$ cat src/design/x86_subset_insn_decoder_defines.svh
// Assertion macros used by the decoder's top-level RTL file.
`ifndef X86_SUBSET_INSN_DECODER_DEFINES_SVH
`define X86_SUBSET_INSN_DECODER_DEFINES_SVH

// Same-cycle implication, sampled on clk and held off while in reset.
`define XSID_ASSERT_NOW(lbl, ante, cons) \
	lbl: assert property (@(posedge clk) disable iff (!arst_n) (ante) |-> (cons)) \
		else $error("decoder assertion failed");

// Next-cycle implication, sampled on clk and held off while in reset.
`define XSID_ASSERT_NEXT(lbl, ante, cons) \
	lbl: assert property (@(posedge clk) disable iff (!arst_n) (ante) |=> (cons)) \
		else $error("decoder assertion failed");

`endif

$ cat src/design/xsid_pkg.sv
// Package with the decoder's result type, opcode values and output codes.
package xsid_pkg;

	localparam logic [3:0] KIND_UNKNOWN = 4'd0;
	localparam logic [3:0] KIND_NOP     = 4'd1;
	localparam logic [3:0] KIND_INT3    = 4'd2;
	localparam logic [3:0] KIND_RET     = 4'd3;
	localparam logic [3:0] KIND_PUSH    = 4'd4;
	localparam logic [3:0] KIND_POP     = 4'd5;
	localparam logic [3:0] KIND_CALL    = 4'd6;
	localparam logic [3:0] KIND_JMP     = 4'd7;
	localparam logic [3:0] KIND_JCC     = 4'd8;
	localparam logic [3:0] KIND_MOV     = 4'd9;
	localparam logic [3:0] KIND_CMP     = 4'd10;
	localparam logic [3:0] KIND_TEST    = 4'd11;
	localparam logic [3:0] KIND_MOVZX   = 4'd12;

	localparam logic [3:0] FORM_NONE      = 4'd0;
	localparam logic [3:0] FORM_REG       = 4'd1;
	localparam logic [3:0] FORM_IMM       = 4'd2;
	localparam logic [3:0] FORM_REL       = 4'd3;
	localparam logic [3:0] FORM_ABS_MEM   = 4'd4;
	localparam logic [3:0] FORM_OTHER_MEM = 4'd5;
	localparam logic [3:0] FORM_REG_DISP8 = 4'd6;
	localparam logic [3:0] FORM_REG_DISP32 = 4'd7;
	localparam logic [3:0] FORM_REG_REG   = 4'd8;
	localparam logic [3:0] FORM_REG_IMM   = 4'd9;

	localparam logic [2:0] HINT_NONE    = 3'd0;
	localparam logic [2:0] HINT_INDEX   = 3'd1;
	localparam logic [2:0] HINT_COUNT   = 3'd2;
	localparam logic [2:0] HINT_HANDLER = 3'd3;
	localparam logic [2:0] HINT_SIZE    = 3'd4;
	localparam logic [2:0] HINT_CMP_IDX = 3'd5;

	localparam logic [7:0] OP_NOP      = 8'h90;
	localparam logic [7:0] OP_INT3     = 8'hCC;
	localparam logic [7:0] OP_RET      = 8'hC3;
	localparam logic [7:0] OP_RET_IMM  = 8'hC2;
	localparam logic [7:0] OP_PUSH_I32 = 8'h68;
	localparam logic [7:0] OP_PUSH_I8  = 8'h6A;
	localparam logic [7:0] OP_CALL_REL = 8'hE8;
	localparam logic [7:0] OP_JMP_REL  = 8'hE9;
	localparam logic [7:0] OP_JMP_SHORT = 8'hEB;
	localparam logic [7:0] OP_ESCAPE   = 8'h0F;
	localparam logic [7:0] OP_GRP5     = 8'hFF;
	localparam logic [7:0] OP_GRP1_B   = 8'h80;
	localparam logic [7:0] OP_GRP1_S   = 8'h83;
	localparam logic [7:0] OP_CMP_EAX  = 8'h3D;
	localparam logic [7:0] OP_TEST_AL  = 8'hA8;
	localparam logic [7:0] OP_TEST_RR  = 8'h85;
	localparam logic [7:0] OP_MOV_LOAD = 8'h8B;
	localparam logic [7:0] OP2_MOVZX_B = 8'hB6;
	localparam logic [7:0] OP2_MOVZX_W = 8'hB7;

	localparam logic [7:0] DISP_INDEX   = 8'h68;
	localparam logic [7:0] DISP_NEAR    = 8'h6A;
	localparam logic [7:0] DISP_COUNT   = 8'h6B;
	localparam logic [7:0] DISP_SIZE    = 8'h6C;
	localparam logic [7:0] DISP_HANDLER = 8'h70;

	localparam logic [31:0] TABLE_SPAN = 32'd16384;

	typedef struct packed {
		logic [3:0]  insn_length;
		logic [3:0]  insn_kind;
		logic [3:0]  cond_code;
		logic [2:0]  first_reg;
		logic [2:0]  second_reg;
		logic [3:0]  operand_form;
		logic [31:0] imm_value;
		logic [31:0] branch_target;
		logic        short_jump;
		logic        word_access;
		logic        table_hit;
		logic [2:0]  field_hint;
	} dec_res_t;

endpackage

$ cat src/design/xsid_if.sv
// Valid/ready channel interfaces for instructions, decode results and configuration.
interface xsid_insn_if;
	logic        valid;
	logic        ready;
	logic [63:0] code_bytes;
	logic [31:0] insn_address;

	modport source (output valid, output code_bytes, output insn_address, input ready);
	modport sink (input valid, input code_bytes, input insn_address, output ready);
endinterface

interface xsid_dec_if;
	logic        valid;
	logic        ready;
	logic [3:0]  insn_length;
	logic [3:0]  insn_kind;
	logic [3:0]  cond_code;
	logic [2:0]  first_reg;
	logic [2:0]  second_reg;
	logic [3:0]  operand_form;
	logic [31:0] imm_value;
	logic [31:0] branch_target;
	logic        short_jump;
	logic        word_access;
	logic        table_hit;
	logic [2:0]  field_hint;

	modport source (output valid, output insn_length, output insn_kind, output cond_code,
		output first_reg, output second_reg, output operand_form, output imm_value,
		output branch_target, output short_jump, output word_access, output table_hit,
		output field_hint, input ready);
	modport sink (input valid, input insn_length, input insn_kind, input cond_code,
		input first_reg, input second_reg, input operand_form, input imm_value,
		input branch_target, input short_jump, input word_access, input table_hit,
		input field_hint, output ready);
endinterface

interface xsid_cfg_if;
	logic        valid;
	logic        ready;
	logic [31:0] data;

	modport source (output valid, output data, input ready);
	modport sink (input valid, input data, output ready);
endinterface

$ cat src/design/xsid_decode.sv
// Combinational decode of one instruction window into a result record.
module xsid_decode (
	input  logic [63:0]        code_bytes,
	input  logic [31:0]        insn_address,
	input  logic [31:0]        table_base,
	output xsid_pkg::dec_res_t res
);
	import xsid_pkg::*;

	logic [7:0]  b0, b1, b2, b3;
	logic [1:0]  mod1, mod2;
	logic [2:0]  reg1, rm1;
	logic [31:0] word1, word2, sext1, win_end;
	logic        win_hit1;

	// Extra bytes after the ModR/M byte, using the simplified length rule.
	function automatic logic [3:0] modrm_extra(input logic [7:0] m);
		logic [3:0] n;
		case (m[7:6])
			2'd3: n = 4'd0;
			2'd0: n = (m[2:0] == 3'd5) ? 4'd4 : ((m[2:0] == 3'd4) ? 4'd1 : 4'd0);
			2'd1: n = (m[2:0] == 3'd4) ? 4'd2 : 4'd1;
			default: n = (m[2:0] == 3'd4) ? 4'd5 : 4'd4;
		endcase
		return n;
	endfunction

	assign b0 = code_bytes[7:0];
	assign b1 = code_bytes[15:8];
	assign b2 = code_bytes[23:16];
	assign b3 = code_bytes[31:24];
	assign mod1 = b1[7:6];
	assign reg1 = b1[5:3];
	assign rm1 = b1[2:0];
	assign mod2 = b2[7:6];
	assign word1 = code_bytes[39:8];
	assign word2 = code_bytes[47:16];
	assign sext1 = {{24{b1[7]}}, b1};

	// The window end wraps, so a base near the top of the space never hits.
	assign win_end = table_base + TABLE_SPAN;
	assign win_hit1 = (table_base != 32'd0) && (word1 >= table_base) && (word1 < win_end);

	always_comb begin
		res = '0;
		res.insn_length = 4'd1;
		res.insn_kind = KIND_UNKNOWN;
		res.operand_form = FORM_NONE;
		res.field_hint = HINT_NONE;
		case (b0) inside
			OP_NOP: begin
				res.insn_kind = KIND_NOP;
			end
			OP_INT3: begin
				res.insn_kind = KIND_INT3;
			end
			OP_RET: begin
				res.insn_kind = KIND_RET;
			end
			OP_RET_IMM: begin
				res.insn_length = 4'd3;
				res.insn_kind = KIND_RET;
				res.operand_form = FORM_IMM;
				res.imm_value = {16'd0, b2, b1};
			end
			[8'h50:8'h57]: begin
				res.insn_kind = KIND_PUSH;
				res.operand_form = FORM_REG;
				res.first_reg = b0[2:0];
			end
			[8'h58:8'h5F]: begin
				res.insn_kind = KIND_POP;
				res.operand_form = FORM_REG;
				res.first_reg = b0[2:0];
			end
			OP_PUSH_I32: begin
				res.insn_length = 4'd5;
				res.insn_kind = KIND_PUSH;
				res.operand_form = FORM_IMM;
				res.imm_value = word1;
				res.table_hit = win_hit1;
			end
			OP_PUSH_I8: begin
				res.insn_length = 4'd2;
				res.insn_kind = KIND_PUSH;
				res.operand_form = FORM_IMM;
				res.imm_value = {24'd0, b1};
			end
			OP_CALL_REL, OP_JMP_REL: begin
				res.insn_length = 4'd5;
				res.insn_kind = (b0 == OP_CALL_REL) ? KIND_CALL : KIND_JMP;
				res.operand_form = FORM_REL;
				res.imm_value = word1;
				res.branch_target = insn_address + 32'd5 + word1;
			end
			OP_JMP_SHORT: begin
				res.insn_length = 4'd2;
				res.insn_kind = KIND_JMP;
				res.operand_form = FORM_REL;
				res.short_jump = 1'b1;
				res.imm_value = {24'd0, b1};
				res.branch_target = insn_address + 32'd2 + sext1;
			end
			[8'h70:8'h7F]: begin
				res.insn_length = 4'd2;
				res.insn_kind = KIND_JCC;
				res.cond_code = b0[3:0];
				res.operand_form = FORM_REL;
				res.imm_value = {24'd0, b1};
				res.branch_target = insn_address + 32'd2 + sext1;
			end
			OP_ESCAPE: begin
				if (b1[7:4] == 4'h8) begin
					res.insn_length = 4'd6;
					res.insn_kind = KIND_JCC;
					res.cond_code = b1[3:0];
					res.operand_form = FORM_REL;
					res.imm_value = word2;
					res.branch_target = insn_address + 32'd6 + word2;
				end else if (b1 == OP2_MOVZX_B || b1 == OP2_MOVZX_W) begin
					res.insn_length = 4'd3 + modrm_extra(b2);
					res.insn_kind = KIND_MOVZX;
					res.operand_form = FORM_OTHER_MEM;
					res.word_access = (b1 == OP2_MOVZX_W);
					res.first_reg = b2[5:3];
					if (mod2 == 2'd1) begin
						res.operand_form = FORM_REG_DISP8;
						res.second_reg = b2[2:0];
						res.imm_value = {24'd0, b3};
						if (b3 == DISP_INDEX) begin
							res.field_hint = HINT_INDEX;
						end else if (b3 == DISP_COUNT) begin
							res.field_hint = HINT_COUNT;
						end
					end
				end
			end
			OP_GRP5: begin
				if (reg1 == 3'd2 || reg1 == 3'd4 || reg1 == 3'd6) begin
					res.insn_length = 4'd2 + modrm_extra(b1);
					res.operand_form = FORM_OTHER_MEM;
					if (reg1 == 3'd2) begin
						res.insn_kind = KIND_CALL;
						if (mod1 == 2'd3) begin
							res.operand_form = FORM_REG;
							res.second_reg = rm1;
						end else if (mod1 == 2'd0 && rm1 == 3'd5) begin
							res.operand_form = FORM_ABS_MEM;
							res.imm_value = word2;
						end
					end else begin
						res.insn_kind = (reg1 == 3'd4) ? KIND_JMP : KIND_PUSH;
					end
				end
			end
			[8'hB8:8'hBF]: begin
				res.insn_length = 4'd5;
				res.insn_kind = KIND_MOV;
				res.operand_form = FORM_REG_IMM;
				res.first_reg = b0[2:0];
				res.imm_value = word1;
				res.table_hit = win_hit1;
			end
			OP_GRP1_B, OP_GRP1_S: begin
				if (reg1 == 3'd7) begin
					res.insn_length = 4'd3 + modrm_extra(b1);
					res.insn_kind = KIND_CMP;
					res.operand_form = FORM_OTHER_MEM;
					if (mod1 == 2'd1) begin
						res.operand_form = FORM_REG_DISP8;
						res.second_reg = rm1;
						res.imm_value = {24'd0, b2};
						if (b2 == DISP_INDEX || b2 == DISP_NEAR || b2 == DISP_COUNT) begin
							res.field_hint = HINT_CMP_IDX;
						end
					end
				end
			end
			OP_CMP_EAX: begin
				res.insn_length = 4'd5;
				res.insn_kind = KIND_CMP;
				res.operand_form = FORM_REG_IMM;
				res.imm_value = word1;
			end
			OP_TEST_AL: begin
				res.insn_length = 4'd2;
				res.insn_kind = KIND_TEST;
				res.operand_form = FORM_REG_IMM;
				res.imm_value = {24'd0, b1};
			end
			OP_TEST_RR: begin
				res.insn_length = 4'd2;
				res.insn_kind = KIND_TEST;
				res.operand_form = FORM_REG_REG;
				res.first_reg = reg1;
				res.second_reg = rm1;
			end
			OP_MOV_LOAD: begin
				res.insn_length = 4'd2 + modrm_extra(b1);
				res.insn_kind = KIND_MOV;
				res.first_reg = reg1;
				res.operand_form = FORM_OTHER_MEM;
				case (mod1)
					2'd1: begin
						res.operand_form = FORM_REG_DISP8;
						res.second_reg = rm1;
						res.imm_value = {24'd0, b2};
						if (b2 == DISP_HANDLER) begin
							res.field_hint = HINT_HANDLER;
						end else if (b2 == DISP_INDEX) begin
							res.field_hint = HINT_INDEX;
						end else if (b2 == DISP_SIZE) begin
							res.field_hint = HINT_SIZE;
						end
					end
					2'd2: begin
						res.operand_form = FORM_REG_DISP32;
						res.second_reg = rm1;
						res.imm_value = word2;
					end
					2'd3: begin
						res.operand_form = FORM_REG_REG;
						res.second_reg = rm1;
					end
					default: begin
					end
				endcase
			end
			default: begin
			end
		endcase
	end
endmodule

$ cat src/design/x86_subset_insn_decoder.sv
// Top level of the subset x86 instruction decoder: pipeline, config register and checks.
//
//   channel | modport | transaction carries
//   --------+---------+---------------------------------------------------------
//   insn    | sink    | code_bytes (64), insn_address (32)
//   dec     | source  | length, kind, condition, registers, form, imm, target, flags
//   cfg     | sink    | data (32): table_base, the watched table window base
//
// One instruction is accepted per cycle while the dec channel keeps up. Each result
// is registered: the item passes the input register, then the single decode pass, then
// the result register, from which it is offered on the dec channel.
// A stalled dec channel holds its result; the input register still takes a new
// transaction while it is empty, or the result register is empty or being drained in the same cycle.
// Reset clears both valid flags and table_base; cfg is always ready.
module x86_subset_insn_decoder (
	input logic         clk,
	input logic         arst_n,
	xsid_insn_if.sink   insn,
	xsid_dec_if.source  dec,
	xsid_cfg_if.sink    cfg
);
	import xsid_pkg::*;

	`include "x86_subset_insn_decoder_defines.svh"

	logic        valid_s1, valid_s2;
	logic [63:0] code_s1;
	logic [31:0] addr_s1;
	logic [31:0] table_base_q;
	dec_res_t    res_d, res_s2;
	logic        move_s2, move_s1;

	// The result register loads whenever it is empty or its result leaves this
	// cycle; the input register loads whenever its item moves on or it is empty.
	assign move_s2 = !valid_s2 || dec.ready;
	assign move_s1 = !valid_s1 || move_s2;
	assign insn.ready = move_s1;
	assign cfg.ready = 1'b1;

	always_ff @(posedge clk or negedge arst_n) begin
		if (!arst_n) begin
			valid_s1 <= 1'b0;
			valid_s2 <= 1'b0;
			table_base_q <= '0;
		end else begin
			if (move_s1) begin
				valid_s1 <= insn.valid;
			end
			if (move_s2) begin
				valid_s2 <= valid_s1;
			end
			if (cfg.valid) begin
				table_base_q <= cfg.data;
			end
		end
	end

	// Payload registers carry no reset; the valid flags qualify them.
	always_ff @(posedge clk) begin
		if (move_s1 && insn.valid) begin
			code_s1 <= insn.code_bytes;
			addr_s1 <= insn.insn_address;
		end
		if (move_s2 && valid_s1) begin
			res_s2 <= res_d;
		end
	end

	// The whole decode, including the branch adder and window compare, sits
	// between the input register and the result register.
	xsid_decode u_decode (
		.code_bytes   (code_s1),
		.insn_address (addr_s1),
		.table_base   (table_base_q),
		.res          (res_d)
	);

	assign dec.valid = valid_s2;
	assign dec.insn_length = res_s2.insn_length;
	assign dec.insn_kind = res_s2.insn_kind;
	assign dec.cond_code = res_s2.cond_code;
	assign dec.first_reg = res_s2.first_reg;
	assign dec.second_reg = res_s2.second_reg;
	assign dec.operand_form = res_s2.operand_form;
	assign dec.imm_value = res_s2.imm_value;
	assign dec.branch_target = res_s2.branch_target;
	assign dec.short_jump = res_s2.short_jump;
	assign dec.word_access = res_s2.word_access;
	assign dec.table_hit = res_s2.table_hit;
	assign dec.field_hint = res_s2.field_hint;

	// No transaction is taken while both stages are full and the output stalls.
	`XSID_ASSERT_NOW(a_no_overrun, insn.valid && insn.ready, !(valid_s1 && valid_s2 && !dec.ready))
	// A result always reports a length of one to eight bytes.
	`XSID_ASSERT_NOW(a_len_range, dec.valid, dec.insn_length >= 4'd1 && dec.insn_length <= 4'd8)
	// Only relative call, jmp and jcc produce a branch target.
	`XSID_ASSERT_NOW(a_tgt_kind, dec.valid && dec.branch_target != 32'd0,
		dec.insn_kind == KIND_CALL || dec.insn_kind == KIND_JMP || dec.insn_kind == KIND_JCC)
	// The short jump flag belongs to the two-byte jmp alone.
	`XSID_ASSERT_NOW(a_short_jmp, dec.valid && dec.short_jump,
		dec.insn_kind == KIND_JMP && dec.insn_length == 4'd2)
	// A table hit needs a configured, nonzero window base.
	`XSID_ASSERT_NOW(a_hit_base, dec.valid && dec.table_hit, table_base_q != 32'd0)
	// An item in the input register reaches the result register on the next edge
	// when the output side is free.
	`XSID_ASSERT_NEXT(a_advance, valid_s1 && move_s2, valid_s2)
endmodule
$ cat src/flat_wrapper.sv
// flat-port wrapper written by rule: the top's interface ports become plain ports
module x86_subset_insn_decoder_flat import xsid_pkg::*;
  (clk, arst_n, insn_valid, insn_code_bytes, insn_insn_address, insn_ready, dec_valid, dec_insn_length, dec_insn_kind, dec_cond_code, dec_first_reg, dec_second_reg, dec_operand_form, dec_imm_value, dec_branch_target, dec_short_jump, dec_word_access, dec_table_hit, dec_field_hint, dec_ready, cfg_valid, cfg_data, cfg_ready);
  xsid_insn_if insn_i ();
  xsid_dec_if dec_i ();
  xsid_cfg_if cfg_i ();
  input logic clk;
  input logic arst_n;
  input wire logic [$bits(insn_i.valid)-1:0] insn_valid;
  input wire logic [$bits(insn_i.code_bytes)-1:0] insn_code_bytes;
  input wire logic [$bits(insn_i.insn_address)-1:0] insn_insn_address;
  output wire logic [$bits(insn_i.ready)-1:0] insn_ready;
  output wire logic [$bits(dec_i.valid)-1:0] dec_valid;
  output wire logic [$bits(dec_i.insn_length)-1:0] dec_insn_length;
  output wire logic [$bits(dec_i.insn_kind)-1:0] dec_insn_kind;
  output wire logic [$bits(dec_i.cond_code)-1:0] dec_cond_code;
  output wire logic [$bits(dec_i.first_reg)-1:0] dec_first_reg;
  output wire logic [$bits(dec_i.second_reg)-1:0] dec_second_reg;
  output wire logic [$bits(dec_i.operand_form)-1:0] dec_operand_form;
  output wire logic [$bits(dec_i.imm_value)-1:0] dec_imm_value;
  output wire logic [$bits(dec_i.branch_target)-1:0] dec_branch_target;
  output wire logic [$bits(dec_i.short_jump)-1:0] dec_short_jump;
  output wire logic [$bits(dec_i.word_access)-1:0] dec_word_access;
  output wire logic [$bits(dec_i.table_hit)-1:0] dec_table_hit;
  output wire logic [$bits(dec_i.field_hint)-1:0] dec_field_hint;
  input wire logic [$bits(dec_i.ready)-1:0] dec_ready;
  input wire logic [$bits(cfg_i.valid)-1:0] cfg_valid;
  input wire logic [$bits(cfg_i.data)-1:0] cfg_data;
  output wire logic [$bits(cfg_i.ready)-1:0] cfg_ready;
  assign insn_i.valid = insn_valid;
  assign insn_i.code_bytes = insn_code_bytes;
  assign insn_i.insn_address = insn_insn_address;
  assign insn_ready = insn_i.ready;
  assign dec_valid = dec_i.valid;
  assign dec_insn_length = dec_i.insn_length;
  assign dec_insn_kind = dec_i.insn_kind;
  assign dec_cond_code = dec_i.cond_code;
  assign dec_first_reg = dec_i.first_reg;
  assign dec_second_reg = dec_i.second_reg;
  assign dec_operand_form = dec_i.operand_form;
  assign dec_imm_value = dec_i.imm_value;
  assign dec_branch_target = dec_i.branch_target;
  assign dec_short_jump = dec_i.short_jump;
  assign dec_word_access = dec_i.word_access;
  assign dec_table_hit = dec_i.table_hit;
  assign dec_field_hint = dec_i.field_hint;
  assign dec_i.ready = dec_ready;
  assign cfg_i.valid = cfg_valid;
  assign cfg_i.data = cfg_data;
  assign cfg_ready = cfg_i.ready;
  x86_subset_insn_decoder u_core (.clk(clk), .arst_n(arst_n), .insn(insn_i), .dec(dec_i), .cfg(cfg_i));
endmodule
$ cat config.mk
export PLATFORM = sky130hd
export DESIGN_NAME = x86_subset_insn_decoder_flat
export DESIGN_NICKNAME = d
export VERILOG_FILES = /design/src/design/xsid_pkg.sv /design/src/design/xsid_if.sv /design/src/design/xsid_decode.sv /design/src/design/x86_subset_insn_decoder.sv /design/src/flat_wrapper.sv
export VERILOG_INCLUDE_DIRS = /design/src /design/src/design
export SDC_FILE = /design/constraint.sdc
export NUM_CORES = 1
export LEC_CHECK = 0
export ABC_AREA = 1
export BUFFER_PORTS_ARGS = -buffer_cell sky130_fd_sc_hd__buf_2
export CAP_MARGIN = 20
export CORE_MARGIN = 2
export CORE_UTILIZATION = 55
export DETAILED_ROUTE_END_ITERATION = 7
export PLACE_DENSITY = 0.87
export SYNTH_ARGS = -nofsm -noshare
export SYNTH_HDL_FRONTEND = slang
export SYNTH_SLANG_ARGS = --single-unit
$ cat constraint.sdc
create_clock -name clk -period 10.1 [get_ports clk]
set_clock_uncertainty 0.1 [all_clocks]
set_input_delay 3.03 -clock clk [delete_from_list [all_inputs] [get_ports clk]]
set_output_delay 3.03 -clock clk [all_outputs]
set_load 0.005 [all_outputs]
==> results of run 1 <==
routing by layer:
layer,wire [um],global-route usage [%],vias to the layer above
met2,29200,56.7,1215
li1,-,-,9400
met5,0,0,-
met4,3570,17.6,0
met1,28800,52.3,9102
met3,7710,5.78,200
critical path, cell delays in order:
cell and delay [ps]:
buf_2 90, inv_1 120, nand3_1 150, buf_2 160
cells in the final DEF, fill, tap and decap left out, types with 4 or more instances in the layout:
master	Yosys	routed
nand4_1	66	66
o22ai_1	9	9
nor2_2	10	10
o21bai_1	14	14
or2_2	14	14
nand2_2	6	6
a21o_1	6	6
o221ai_1	5	5
inv_1	365	364
nand3b_1	11	11
xnor2_1	9	9
o211ai_1	24	24
nor2_1	194	194
nand3_2	4	4
dfrtp_1	34	34
buf_2	15	210
o21ai_0	130	130
nor4_1	9	9
inv_2	17	17
a21oi_1	139	138
o2111ai_1	19	19
nor3_1	33	33
a31oi_1	5	5
ha_1	237	237
nand3_1	215	215
xor2_1	30	30
clkinv_2	0	6
clkbuf_8	0	5
edfxtp_1	172	172
buf_4	5	10
nand2_1	805	805
o21ai_1	12	12
clkbuf_16	0	24
power by group:
part	internal (mW)	leakage [nW]	switching (mW)
Clock	0.476	0.380	0.364
Combinational	0.326	8.32	0.633
Sequential	1.01	2.09	0.0941
kinds of logic after synthesis:
group,share of synthesized area [%]
other,0.0196
and+or+nand+nor,30.8
DFF,31.4
buffers and inverters,8.85
adders and majority gates,15.8
AOI/OAI and AO/OA,11.4
xor gates and xnor gates,1.78
per-stage QoR:
stage                     instance area (sq um)  power (mW)  worst slack (ps)  hold WS (ps)  cells
after floorplan                           19200        1.73              1910           347   2683
after global placement                    20600        2.02              3450           391   3304
after detailed placement                  20600        2.05              3430           406   3304
after CTS                                 21400        2.89              3430           420   3346
after global routing                      21400        3.06              3370           428   3347
final                                     21400        2.91              3420           414   3347
how the worst max path moves through the flow:
| stage | from | end | slack, ps | cells past startpoint |
|---|---|---|---|---|
| 2_1_floorplan | dec_ready | u_core.dec.branch_target[0] | 1910 | 2 |
| 3_3_place_gp | dec_ready | insn_ready | 3450 | 4 |
| 3_5_place_dp | dec_ready | insn_ready | 3430 | 4 |
| 4_1_cts | dec_ready | insn_ready | 3430 | 4 |
| 5_1_grt | dec_ready | insn_ready | 3370 | 4 |
| 6_report | dec_ready | insn_ready | 3420 | 4 |
cells in the mapped netlist (30+ instances only):
cell type,count
nand2_1,805
inv_1,365
ha_1,237
nand3_1,215
nor2_1,194
edfxtp_1,172
a21oi_1,139
o21ai_0,130
nand4_1,66
dfrtp_1,34
nor3_1,33
xor2_1,30
final cells by class:
class / instances / area, sq um / share of cell area (%)
Inverter: 382 / 1440 / 6.71
Sequential cell: 206 / 6020 / 28.1
Timing Repair Buffer: 221 / 1150 / 5.39
Clock buffer: 32 / 681 / 3.18
Multi-Input combinational cell: 2041 / 11500 / 53.6
Tap cell: 455 / 569 / 2.66
Clock inverter: 10 / 72.6 / 0.339
==> results.py, run 1 <==
metrics = {
    "outcome": {
        "status": "complete, but fails checks",
        "violations": "DRC",
    },
    "clock_tree": {
        "cts_setup_buffers": 0,
        "root_buffer": "clkbuf_16",
        "ctsHoldBuffers": 0,
        "cts_resized": 0,
        "clkSinkCount": 206,
        "cts-buffers-inserted": 23,
        "tritoncts": "built",
        "cts_buffer_depth": 3,
        "clkSlewWorstSetupHoldPaths_ps": 60,
        "htree_num_levels": 1,
        "clock_latency_ps": 560,
    },
    "placement": {
        "hpwlAfterDp_um": 54400,
        "gp_congestion": 1.02,
        "io_buffers": 210,
    },
    "die": {
        "die_area_sq_um": 36400,
        "core_area_sq_um": 34500,
        "die-height_um": 191,
        "io_pins": 228,
        "start_util_pct": 55.6,
        "die_w_um": 191,
        "row_count": 68,
    },
    "synthesis": {
        "synth_cell_types": 52,
        "syn_nets": 3056,
        "synthArstFlopShare_pct": 16.5,
        "synth_edf_count": 172,
        "synth.avg_cell_area_sq_um": 7.14,
        "yosys_warnings": 0,
        "ys_seq_area_share_pct": 31.4,
        "syn_area_sq_um": 19200,
        "yosysTopAreaCell": "edfxtp_1",
        "yosysTopAreaCellShare_pct": 27.0,
        "ys_top_cells_by_area": "edfxtp_1 27%, nand2_1 16%, ha_1 15%",
        "synth-main-ff-cell": "edfxtp_1",
        "ys_ff_latch": 206,
        "syn_inst": 2683,
    },
    "global_routing": {
        "grt_pass1_vias": 18421,
        "grt_pass1_wl_um": 103000,
        "antenna_found_initial": 0,
        "grt_use_total_pct": 37.4,
        "grt_max_degree": 81,
        "grt_overflow_total": 0,
    },
    "cells_and_area": {
        "antenna_cells": 0,
        "drive_above_1_share_pct": 11.1,
        "syn_to_final_growth_pct": 11.6,
        "fin_nets": 3248,
        "fillers": 3155,
        "regMostFlops": "u_core.code_s1",
        "largest_reg_flops": 48,
        "fin_util_pct": 62.1,
    },
    "worst_setup_path": {
        "r2r-end": "u_core.dec.branch_target[21]",
        "critPathArrivalTime_ps": 3550,
        "critPathMaxFanout": 3,
        "cp-start-kind": "input pin",
        "reg2reg_from": "u_core.code_s1[17]",
        "rrSetupSlack_ps": 6140,
        "cp-end-kind": "output port",
        "r2r.worst_path.cells": 14,
        "critical_path_class": "input pin to output port",
        "cp.required_ps": 6970,
    },
    "timing": {
        "drv_slew": 0,
        "rsz0062_at_grt": "false",
        "worst_slew_pin_slew_ps": 1050,
        "relSlewSlack_pct": 29.6,
        "period_needed_ps": 6680,
        "fmax_mhz": 150,
        "post-route-period-util_pct": 66.2,
        "finalSetupViolations": 0,
        "hold_viol": 0,
        "finalSetupTns_ps": 0,
    },
    "power_and_ir_drop": {
        "ir_drop_uv": 133,
        "power.leakage_nw": 10.8,
        "power_density_nw_per_um2": 136,
    },
    "route": {
        "post_drt_wl_per_cell_um": 20.7,
        "via_per_inst": 5.95,
        "vias": 19917,
        "drc_errors": 21,
        "drt_pass1_iterations": 8,
        "wl_um": 69300,
        "antenna_left": 0,
        "drtIter0Drc": 2612,
    },
    "worst_hold_path": {
        "min_to": "u_core.dec.valid",
        "holdPathStages": 2,
        "hold_start": "u_core.valid_s1",
        "hp-class": "flip-flop to flip-flop",
    },
    "flow_run": {
        "cap_violations": 0,
    },
}
Note: power is estimated with default switching activity, not from simulation.
==> run 2: changes to the inputs <==
ABC_AREA = 0   (was 1)
CORE_UTILIZATION = 53   (was 55)
PLACE_DENSITY = 0.89   (was 0.87)
clock period = 5.6 ns   (was 10.1 ns; I/O delays follow)
==> run 2 against run 1 <==
  * The flow now finishes without violations
  * Sequential share of layout area grew 5.7 points
  * Clock-buffer cell count shrank 1
  * Synthesized cell count shrank 44%
  * Worst hold slack gained 3.3 ps
  * Global-route usage shrank 8.0 points
  * Critical path depth grew 10
  * Utilization shrank 0.16 points
  * Clock power grew 95%
  * Wire length shrank 34%
  * Final area shrank 17%
  * Sequential power grew 73%
  * First-iteration DRC count shrank 40%
  * Critical endpoint is now u_core.dec.branch_target[29]
  * Highest routed layer is now met5
==> results.py, run 2 <==
metrics = {
    "outcome": {
        "status": "complete, no violations",
    },
    "synthesis": {
        "yosysTopAreaCell": "edfxtp_1",
        "synthArstFlopShare_pct": 16.5,
        "synth_edf_count": 172,
        "yosysTopAreaCellShare_pct": 33.4,
        "ys_ff_latch": 206,
        "syn_area_sq_um": 15500,
        "syn_inst": 1508,
        "ys_top_cells_by_area": "edfxtp_1 33%, ha_1 19%, dfrtp_1 5.5%",
        "syn_nets": 1881,
        "yosysMostFrequentCell": "ha_1",
        "synthTopCellsByCount": "237 x ha_1, 172 x edfxtp_1, 128 x nand2_1",
        "synth_cell_types": 92,
        "ys_seq_area_share_pct": 38.9,
        "synth.avg_cell_area_sq_um": 10.2,
        "synth-main-ff-cell": "edfxtp_1",
        "yosys_warnings": 0,
    },
    "clock_tree": {
        "cts-buffers-inserted": 23,
        "cts_buffer_depth": 3,
        "htree_num_levels": 1,
        "clkSlewWorstSetupHoldPaths_ps": 60,
        "tritoncts": "built",
        "ctsHoldBuffers": 0,
        "cts_resized": 0,
        "cts_setup_buffers": 0,
        "clkSinkCount": 206,
        "clock_latency_ps": 540,
        "root_buffer": "clkbuf_16",
    },
    "global_routing": {
        "grt_pass1_wl_um": 70600,
        "grt_overflow_total": 0,
        "grt_pass1_vias": 12986,
        "grt_use_total_pct": 29.4,
        "antenna_found_initial": 4,
        "grt_max_degree": 64,
    },
    "timing": {
        "finalSetupTns_ps": 0,
        "fmax_mhz": 221,
        "period_needed_ps": 4520,
        "worst_slew_pin_slew_ps": 1170,
        "relSlewSlack_pct": 22.2,
        "timing.final.ws_setup_ps": 1080,
        "rsz0062_at_grt": "false",
        "post-route-period-util_pct": 80.7,
        "holdWs_ps": 417,
        "hold_viol": 0,
        "finalSetupViolations": 0,
        "drv_slew": 0,
    },
    "worst_hold_path": {
        "hp-class": "flip-flop to flip-flop",
        "holdPathStages": 1,
    },
    "cells_and_area": {
        "largest_reg_flops": 48,
        "fin_cells": 2120,
        "final_common_cell": "ha_1",
        "fin_nets": 2089,
        "regMostFlops": "u_core.code_s1",
        "drive_above_1_share_pct": 17.1,
        "syn_to_final_growth_pct": 15.0,
        "mostFrequentLayoutCells": "237 x ha_1, 210 x buf_2, 172 x edfxtp_1",
        "fin_util_pct": 61.9,
    },
    "worst_setup_path": {
        "critPathMaxStageDelay_ps": 650,
        "cp-startpoint": "u_core.code_s1[10]",
        "crit_family": "compound AO/OA/AOI/OAI gates",
        "critical_path_class": "flip-flop to flip-flop",
        "cp.required_ps": 5760,
        "critPathMaxFanout": 8,
        "cpMostUsedCell": "o21ai_0",
        "critPathArrivalTime_ps": 4680,
        "reg2reg_from": "u_core.code_s1[10]",
        "cp-end-kind": "flip-flop",
        "r2r.worst_path.cells": 14,
        "r2r-end": "u_core.dec.branch_target[29]",
        "path_depth": 14,
        "cp_num_buf_inv": 2,
        "cp-start-kind": "flip-flop",
        "path_cells": "inv_1, ha_1, inv_1, fa_1, a21o_1, a311oi_1, o21ai_0, o21ai_0, a21o_1, nor3_1, o31ai_1, mux2i_1, o21ai_0, nand4_1",
        "rrSetupSlack_ps": 1080,
        "endpoint": "u_core.dec.branch_target[29]",
        "cpMaxStageDelayCell": "edfxtp_1",
    },
    "power_and_ir_drop": {
        "seqPwrFrac_pct": 39.5,
        "p_comb_share_pct": 26.7,
        "power_density_nw_per_um2": 273,
        "p_clk_share_pct": 33.8,
        "switching_power_mw": 1.50,
        "ir_drop_uv": 247,
        "power.leakage_nw": 8.02,
        "p_sw_share_pct": 30.8,
        "power.internal_mw": 3.35,
    },
    "route": {
        "vias": 13352,
        "post_drt_wl_per_cell_um": 21.5,
        "drtIter0Drc": 1566,
        "drt_pass1_iterations": 7,
        "antenna_left": 0,
        "via_per_inst": 6.30,
        "wl_um": 45600,
        "drc_errors": 0,
    },
    "die": {
        "die-height_um": 175,
        "core_area_sq_um": 28700,
        "die_area_sq_um": 30500,
        "die_w_um": 175,
        "io_pins": 228,
        "start_util_pct": 53.8,
        "row_count": 62,
    },
    "flow_run": {
        "cap_violations": 0,
    },
    "placement": {
        "hpwlAfterDp_um": 34400,
        "dp.cells": 2074,
        "post-place-ws_ps": 1150,
        "gp_congestion": 0.962,
        "io_buffers": 210,
    },
}
## run 2: worst min path at each step
stage                          from          endpoint  slack (ps)
floorplan           u_core.valid_s1  u_core.dec.valid         350
global placement    u_core.valid_s1  u_core.dec.valid         370
detailed placement  u_core.valid_s1  u_core.dec.valid         400
CTS                 u_core.valid_s1  u_core.dec.valid         420
global route        u_core.valid_s1  u_core.dec.valid         440
finish              u_core.valid_s1  u_core.dec.valid         420
## run 2: metal layers
| metal | global-route usage [%] | vias to the layer above | wire length (um) |
|---|---|---|---|
| met5 | 0 | - | 15 |
| met4 | 15.6 | 2 | 2550 |
| met3 | 4.44 | 154 | 4050 |
| met2 | 46.5 | 708 | 20500 |
| met1 | 39.0 | 6304 | 18400 |
| li1 | - | 6184 | - |
## run 2: per-stage QoR
stage / instance area (sq um) / power, mW
2_1_floorplan: 15500 / 2.81
3_3_place_gp: 16900 / 3.15
3_5_place_dp: 16900 / 3.20
4_1_cts: 17700 / 4.83
5_1_grt: 17800 / 5.07
6_report: 17800 / 4.85
## run 2: logic make-up (layout without fill, tap and decap cells)
family / count (synthesis) / after routing / synth area share, %
and+or+nand+nor: 381 / 381 / 12.3
other: 1 / 4 / 0.0243
adders and majority gates: 240 / 240 / 19.6
AOI/OAI and AO/OA: 464 / 464 / 20.6
xor gates and xnor gates: 95 / 95 / 5.38
muxes: 2 / 2 / 0.138
buffers and inverters: 119 / 344 / 3.04
DFF: 206 / 206 / 38.9
## run 2: layout make-up
class	instances	area, sq um
Fill cell	2329	10900
Tap cell	384	480
Inverter	79	297
Clock buffer	31	657
Clock inverter	11	170
Multi-Input combinational cell	1183	8970
Sequential cell	206	6020
Antenna cell	3	7.51
Timing Repair Buffer	223	1170
## run 2: power by group through the flow
| stage | combinational (mW) | clock, mW | sequential [mW] |
|---|---|---|---|
| 2_1_floorplan | 0.907 | 0 | 1.90 |
| 3_3_place_gp | 1.21 | 0 | 1.94 |
| 3_5_place_dp | 1.26 | 0 | 1.94 |
| 4_1_cts | 1.27 | 1.65 | 1.91 |
| 5_1_grt | 1.44 | 1.71 | 1.93 |
| 6_report | 1.29 | 1.64 | 1.92 |
